## config.mk

```make
export PLATFORM = sky130hd
export DESIGN_NAME = max_heap_priority_queue_unit
export DESIGN_NICKNAME = d
export VERILOG_FILES = /design/src/mhpq_pkg.sv /design/src/max_heap_priority_queue_unit.sv /design/src/mhpq_ram.sv
export SDC_FILE = /design/constraint.sdc
export NUM_CORES = 2
export LEC_CHECK = 0
export BUFFER_PORTS_ARGS = -buffer_cell sky130_fd_sc_hd__buf_4
export CORE_UTILIZATION = 50
export CTS_CLUSTER_DIAMETER = 100
export DETAILED_ROUTE_END_ITERATION = 16
export MAX_ROUTING_LAYER = met4
export PLACE_DENSITY_LB_ADDON = 0.08
export SLEW_MARGIN = 5
export SYNTH_ARGS = -nofsm -noshare
export SYNTH_HDL_FRONTEND = slang
export SYNTH_SLANG_ARGS = --single-unit
```

## constraint.sdc

```tcl
create_clock -name clk_i -period 5.8 [get_ports clk_i]
set_clock_uncertainty 0.15 [all_clocks]
set_input_delay 0.29 -clock clk_i [delete_from_list [all_inputs] [get_ports clk_i]]
set_output_delay 0.29 -clock clk_i [all_outputs]
set_load 0.02 [all_outputs]
```

## src/mhpq_pkg.sv

```systemverilog
`default_nettype none
package mhpq_pkg;

  localparam int unsigned DefDepth    = 64;
  localparam int unsigned DefKeyWidth = 32;
  localparam int unsigned TagWidth    = 16;
  localparam int unsigned CountWidth  = 7;
  localparam int unsigned OutKeyWidth = 32;
  localparam int unsigned InKeyWidth  = 32;

  typedef enum logic [1:0] {
    StOk    = 2'd0,
    StFull  = 2'd1,
    StEmpty = 2'd2
  } status_e;

  typedef enum logic {
    ReqInsert  = 1'b0,
    ReqExtract = 1'b1
  } req_e;

  typedef struct packed {
    logic                  req_type;
    logic [InKeyWidth-1:0] key;
    logic [TagWidth-1:0]   tag;
  } req_t;

  typedef struct packed {
    logic [1:0]             status;
    logic [OutKeyWidth-1:0] out_key;
    logic [TagWidth-1:0]    out_tag;
    logic [CountWidth-1:0]  entry_count;
  } rsp_t;

  typedef enum logic [3:0] {
    FsIdle,
    FsUpRead,
    FsUpCmp,
    FsDnRootRd,
    FsDnLastRd,
    FsDnLeftRd,
    FsDnRightRd,
    FsDnCmp,
    FsDnDone,
    FsRespond
  } fsm_e;

endpackage
`default_nettype wire

```

## src/max_heap_priority_queue_unit.sv

```systemverilog
// Requests are taken one at a time: the unit stalls its input until the last result
//   has been loaded into the output buffer. The heap memory has a single read port
//   and a single write port.
// Reset: the entry count clears; heap memory contents are not cleared.
`default_nettype none
module max_heap_priority_queue_unit #(
  parameter int unsigned DEPTH     = mhpq_pkg::DefDepth,
  parameter int unsigned KEY_WIDTH = mhpq_pkg::DefKeyWidth
) (
  input  wire logic          clk_i,
  input  wire logic          rst_ni,
  input  wire logic          in_valid_i,
  output      logic          in_stall_o,
  input  wire mhpq_pkg::req_t in_data_i,
  output      logic          out_valid_o,
  input  wire logic          out_stall_i,
  output      mhpq_pkg::rsp_t out_data_o
);

  localparam int unsigned AW = $clog2(DEPTH);
  localparam int unsigned CW = $clog2(DEPTH + 1);
  localparam int unsigned EW = KEY_WIDTH + mhpq_pkg::TagWidth;

  typedef struct packed {
    logic signed [KEY_WIDTH-1:0]  key;
    logic [mhpq_pkg::TagWidth-1:0] tag;
  } ent_t;

  mhpq_pkg::fsm_e state_q, state_d;
  logic [CW-1:0] cnt_q, cnt_d;
  logic [CW-1:0] pos_q, pos_d;     // current slot of the moving entry
  logic [CW-1:0] par_q, par_d;     // parent slot while an inserted entry climbs
  ent_t cur_q, cur_d;              // moving entry
  ent_t lch_q, lch_d;              // left child
  ent_t res_q, res_d;              // extracted root
  logic [1:0] st_q, st_d;
  logic ovld_q, ovld_d;
  mhpq_pkg::rsp_t obuf_q, obuf_d;

  logic          we;
  logic [AW-1:0] waddr, raddr;
  ent_t          wdata, rdata;

  mhpq_ram #(.Width(EW), .Depth(DEPTH)) u_ram (
    .clk_i  (clk_i),
    .we_i   (we),
    .waddr_i(waddr),
    .wdata_i(wdata),
    .raddr_i(raddr),
    .rdata_o(rdata)
  );

  // child indexes carry one extra bit so they never wrap past the count
  logic [CW:0] lidx, ridx, cnt_x;
  assign lidx  = {pos_q, 1'b1};
  assign ridx  = lidx + (CW+1)'(1);
  assign cnt_x = {1'b0, cnt_q};

  logic out_free;
  assign out_free = !ovld_q || !out_stall_i;
  assign in_stall_o = (state_q != mhpq_pkg::FsIdle);

  always_comb begin
    state_d = state_q;
    cnt_d   = cnt_q;
    pos_d   = pos_q;
    par_d   = par_q;
    cur_d   = cur_q;
    lch_d   = lch_q;
    res_d   = res_q;
    st_d    = st_q;
    ovld_d  = ovld_q && out_stall_i;
    obuf_d  = obuf_q;
    we      = 1'b0;
    waddr   = pos_q[AW-1:0];
    wdata   = cur_q;
    raddr   = '0;
    case (state_q)
      mhpq_pkg::FsIdle: begin
        if (in_valid_i) begin
          res_d = '0;
          st_d  = mhpq_pkg::StOk;
          if (in_data_i.req_type == mhpq_pkg::ReqInsert) begin
            if (cnt_q >= CW'(DEPTH)) begin
              st_d    = mhpq_pkg::StFull;
              state_d = mhpq_pkg::FsRespond;
            end else begin
              cur_d.key = KEY_WIDTH'(in_data_i.key);
              cur_d.tag = in_data_i.tag;
              pos_d     = cnt_q;
              cnt_d     = cnt_q + CW'(1);
              state_d   = mhpq_pkg::FsUpRead;
            end
          end else if (cnt_q == '0) begin
            st_d    = mhpq_pkg::StEmpty;
            state_d = mhpq_pkg::FsRespond;
          end else begin
            cnt_d   = cnt_q - CW'(1);
            raddr   = '0;
            state_d = mhpq_pkg::FsDnRootRd;
          end
        end
      end
      mhpq_pkg::FsUpRead: begin
        if (pos_q == '0) begin
          we      = 1'b1;
          state_d = mhpq_pkg::FsRespond;
        end else begin
          par_d   = (pos_q - CW'(1)) >> 1;
          raddr   = AW'((pos_q - CW'(1)) >> 1);
          state_d = mhpq_pkg::FsUpCmp;
        end
      end
      mhpq_pkg::FsUpCmp: begin
        if (cur_q.key > rdata.key) begin
          we      = 1'b1;
          wdata   = rdata;       // parent moves down into our slot
          pos_d   = par_q;
          state_d = mhpq_pkg::FsUpRead;
        end else begin
          we      = 1'b1;
          state_d = mhpq_pkg::FsRespond;
        end
      end
      mhpq_pkg::FsDnRootRd: begin
        // root readout issued in idle arrives here
        res_d   = rdata;
        raddr   = cnt_q[AW-1:0];
        state_d = mhpq_pkg::FsDnLastRd;
      end
      mhpq_pkg::FsDnLastRd: begin
        cur_d   = rdata;
        pos_d   = '0;
        state_d = (cnt_q == '0) ? mhpq_pkg::FsRespond : mhpq_pkg::FsDnLeftRd;
      end
      mhpq_pkg::FsDnLeftRd: begin
        if (lidx >= cnt_x) begin
          we      = 1'b1;
          state_d = mhpq_pkg::FsRespond;
        end else begin
          raddr   = lidx[AW-1:0];
          state_d = mhpq_pkg::FsDnRightRd;
        end
      end
      mhpq_pkg::FsDnRightRd: begin
        lch_d   = rdata;
        raddr   = (ridx < cnt_x) ? ridx[AW-1:0] : lidx[AW-1:0];
        state_d = mhpq_pkg::FsDnCmp;
      end
      mhpq_pkg::FsDnCmp: begin
        // rdata is the right child (or the left again when absent)
        if ((ridx < cnt_x) && (rdata.key > lch_q.key) && (rdata.key > cur_q.key)) begin
          we      = 1'b1;
          wdata   = rdata;
          pos_d   = ridx[CW-1:0];
          state_d = mhpq_pkg::FsDnLeftRd;
        end else if (lch_q.key > cur_q.key) begin
          we      = 1'b1;
          wdata   = lch_q;
          pos_d   = lidx[CW-1:0];
          state_d = mhpq_pkg::FsDnLeftRd;
        end else begin
          we      = 1'b1;
          state_d = mhpq_pkg::FsRespond;
        end
      end
      mhpq_pkg::FsRespond: begin
        if (out_free) begin
          ovld_d             = 1'b1;
          obuf_d.status      = st_q;
          obuf_d.out_key     = mhpq_pkg::OutKeyWidth'($unsigned(res_q.key));
          obuf_d.out_tag     = res_q.tag;
          obuf_d.entry_count = mhpq_pkg::CountWidth'(cnt_q);
          state_d            = mhpq_pkg::FsIdle;
        end
      end
      default: state_d = mhpq_pkg::FsIdle;
    endcase
  end

  always_ff @(posedge clk_i or negedge rst_ni) begin
    if (!rst_ni) begin
      state_q <= mhpq_pkg::FsIdle;
      cnt_q   <= '0;
      ovld_q  <= 1'b0;
    end else begin
      state_q <= state_d;
      cnt_q   <= cnt_d;
      ovld_q  <= ovld_d;
    end
  end

  always_ff @(posedge clk_i) begin
    pos_q  <= pos_d;
    par_q  <= par_d;
    cur_q  <= cur_d;
    lch_q  <= lch_d;
    res_q  <= res_d;
    st_q   <= st_d;
    obuf_q <= obuf_d;
  end

  assign out_valid_o = ovld_q;
  assign out_data_o  = obuf_q;

`ifndef ASSERT_OFF
  a_cnt_range: assert property (@(posedge clk_i) disable iff (!rst_ni)
    cnt_q <= CW'(DEPTH)) else $error("count beyond depth");
  a_idle_ready: assert property (@(posedge clk_i) disable iff (!rst_ni)
    (state_q == mhpq_pkg::FsIdle) |-> !in_stall_o) else $error("idle but stalled");
  a_out_hold: assert property (@(posedge clk_i) disable iff (!rst_ni)
    (ovld_q && out_stall_i) |=> $stable(obuf_q)) else $error("held result changed");
`endif

endmodule
`default_nettype wire

```

## src/mhpq_ram.sv

```systemverilog
`default_nettype none
module mhpq_ram #(
  parameter int unsigned Width = 8,
  parameter int unsigned Depth = 16
) (
  input  wire logic                     clk_i,
  input  wire logic                     we_i,
  input  wire logic [$clog2(Depth)-1:0] waddr_i,
  input  wire logic [Width-1:0]         wdata_i,
  input  wire logic [$clog2(Depth)-1:0] raddr_i,
  output      logic [Width-1:0]         rdata_o
);

  logic [Width-1:0] mem_q [Depth];

  always_ff @(posedge clk_i) begin
    if (we_i) mem_q[waddr_i] <= wdata_i;
    rdata_o <= mem_q[raddr_i];
  end

endmodule
`default_nettype wire
```

==> results.toml <==
[synth]
synth_top_area_share_pct = 73.5
synth_top_area_cell = "edfxtp_1"
yosysSeqAreaShare_pct = 74.4
synth.avg_cell_area_um2 = 14.1
synth_seq_cells = 3348
syn-cell-area_um2 = 134000
synth_area_leaders = "edfxtp_1, nand2_1, mux2i_1, nand3_1, ha_1"
ys_warn_count = 0
synth_nets = 9696
synth.distinct_cells = 77
synth_edf_count = 3288
synth_ff_type = "edfxtp_1"
postSynth.asyncResetShare_pct = 0.358
syn_inst = 9526

[clocking]
cts_tree = "built"
path_clk_slew_ns = 0.06
cts_root_buf = "clkbuf_16"
cts_buffers = 349
cts.sinks = 3348
clk_latency_ns = 0.93
clock_path_buffers = 4
htree_levels = 5

[routing]
wire_per_inst_um = 31.8
via_per_inst = 6.29
wl_um = 439000
drc = 0
firstDrtPassIters = 6
antenna_left = 0
via_count = 86999
drt_iter0_drc = 11308

[worst_setup_path]
path_max_fanout = 50
r2r_end = "u_ram.rdata_o[45]"
end_kind = "flop"
cp.required_ns = 6.48
critPathArrivalTime_ns = 6.15
cp-start-kind = "flop"
r2r_slack_ns = 0.33
r2r_cells = 16
worstReg2RegStart = "pos_q[0]"
critical_path_class = "reg2reg"

[global_routing]
gr-usage-met3_pct = 5.19
grt_pass1_vias = 82098
antenna_found_initial = 11
grt_overflow = 0
grt_pass1_wl_um = 616000
met2_usage_pct = 50.7
grt_max_degree = 130
use_met1_pct = 45.3
grt_busiest_layer = "met2"
grtUsageTotal_pct = 32.9

[final_layout]
drive_gt1_share_pct = 13.5
seqCellArea_um2 = 100000
multiInputGateArea_um2 = 32000
fillCellCount = 20634
fin_nets = 10174
area_growth_pct = 16.2
fin_util_pct = 58.7

[power_and_ir_drop]
power.leakage_nw = 53.7
p_per_area_nw_per_um2 = 595
p_total_mw = 93.0
peakVddDrop_v = 0.000399

[floorplanning]
core_area_um2 = 266000
io_pins = 112
die_w_um = 520
die_area_um2 = 271000
initial_core_util_pct = 50.5
row_count = 189
dieHeight_um = 520

[min_path]
hold_end = "out_valid_o"
holdCritPathClass = "in2reg"
hp-start = "out_stall_i"
min_delay_path_depth = 4

[place]
dp_hpwl_um = 255000
portBuffers = 111
routabilityCongestion = 0.907

[timing]
fin_crit_ns = 5.47
relSlewSlack_pct = 0.728
finalSetupViolations = 0
hold_viol_final = 0
grt_setup_unrepaired = "no"
final_max_slew_viol_count = 0
max_slew.worst_pin.slew_ns = 1.47
period_share_pct = 94.4
clock.fmax_ghz = 0.183

[flow_run]
max-cap-violations = 1

[status]
violations = "max-capacitance violations"
status = "complete, but fails checks"
-- worst max-delay path: stages (launching register included) --
cell	delay [ns]
edfxtp_1	0.45
ha_1	0.28
nand3_1	0.12
xnor2_1	0.24
ha_1	0.29
a21o_1	0.16
a21oi_1	0.22
nand3_1	0.16
o21ai_1	0.34
and3_4	0.75
buf_12	0.34
mux2i_1	0.23
mux2_2	0.21
nor4_1	0.06
a2111o_1	0.38
nor4_2	0.67
and3b_1	0.26
-- report_power, final --
part           leakage, nW  switching, mW  internal (mW)  total [mW]
clock                 5.48           9.43           12.9        22.3
combinational         18.0           26.3           11.7        38.1
sequential            30.2           1.08           31.5        32.6
-- through the flow --
stage	TNS (ns)	setup WS, ns	instance area, µm²	hold slack, ns	cells
after global placement	-0.443	-0.334	144000	0.0126	13121
final	0	0.326	156000	0.0607	13828
after detailed placement	-0.338	-0.294	144000	0.0136	13121
after floorplan	0	0.332	134000	-0.156	9526
after CTS	0	0.165	156000	0.00727	13813
after global routing	0	0.0254	156000	0.0449	13821
-- cell families after synthesis --
family	after synthesis	share of synthesized area [%]
buffers and inverters	687	2.39
DFF	3348	74.4
and+or+nand+nor	3704	11.9
adders and majority gates	117	1.10
xor gates and xnor gates	21	0.137
AOI/OAI and AO/OA	1124	6.04
muxes	525	3.96
-- worst max-delay path by stage --
stage | from | endpoint | slack [ns] | cells past startpoint
after floorplan | pos_q[0] | u_ram.mem_q[47][0] | 0.33 | 10
after global placement | pos_q[0] | u_ram.rdata_o[45] | -0.33 | 16
after detailed placement | pos_q[0] | u_ram.rdata_o[45] | -0.29 | 16
after CTS | pos_q[0] | u_ram.rdata_o[40] | 0.17 | 16
after global routing | pos_q[0] | u_ram.rdata_o[45] | 0.03 | 19
final | pos_q[0] | u_ram.rdata_o[45] | 0.33 | 16
-- metal layers --
metal	routed length, µm	share of wire (%)	up-vias
met4	13900	3.2	0
li1	-	-	36914
met1	178000	41	44808
met5	0	0	-
met2	206000	47	4557
met3	41400	9.4	720
-- flip-flops by register name, summed over array words and instances (netlist names) --
register and flops:
state_q 4, st_q 2, cnt_q 7, par_q 6, cur_q 48, u_ram.rdata_o 48, out_valid_o 1, out_data_o 57
pos_q 7, lch_q 48, u_ram.mem_q 3072, res_q 48
-- timing repair --
| item | 4_1_cts | 5_1_grt |
|---|---|---|
| setup buffers | 4 | 7 |
| pin swaps | 1 | 1 |
| gates resized for setup | 3 | 1 |
| endpoints found under the setup margin | 3 | 6 |
| hold buffers | 54 | 0 |
| endpoints found under the hold margin | 148 | 0 |
-- Yosys cell counts (all sizes together), types with 48 or more instances --
cell / number
nor2: 106
buf: 330
a21o: 68
dfxtp: 48
o22ai: 143
mux2: 51
a21oi: 242
nor3: 74
and3: 153
a221o: 59
mux2i: 474
clkbuf: 273
edfxtp: 3288
nand3: 938
and2: 49
a2111oi: 50
ha: 116
a31oi: 148
a32oi: 48
inv: 84
nand2: 2272
nand4: 68
-- area by class of cell --
type | instances | share of cell area, %
clock inverter | 156 | 1.06
antenna | 8 | 0.0128
multi-input combinational | 5491 | 20.5
tap | 3533 | 2.83
sequential | 3348 | 64.1
timing repair buffer | 730 | 5.19
clock buffer | 478 | 6.15
inverter | 84 | 0.202
-- layout by cell type (no fill, tap or decap), types with 68 or more instances in the layout --
master,count
clkbuf_16,357
buf_12,199
a21oi_1,239
edfxtp_1,3288
nand2_1,2264
clkbuf_1,99
nand3_1,933
a31oi_1,148
nand4_1,68
inv_1,82
o22ai_1,142
nor2_4,69
mux2i_1,474
ha_1,116
buf_4,477
and3_1,152
No activity file was read; power rests on OpenSTA's default activity.
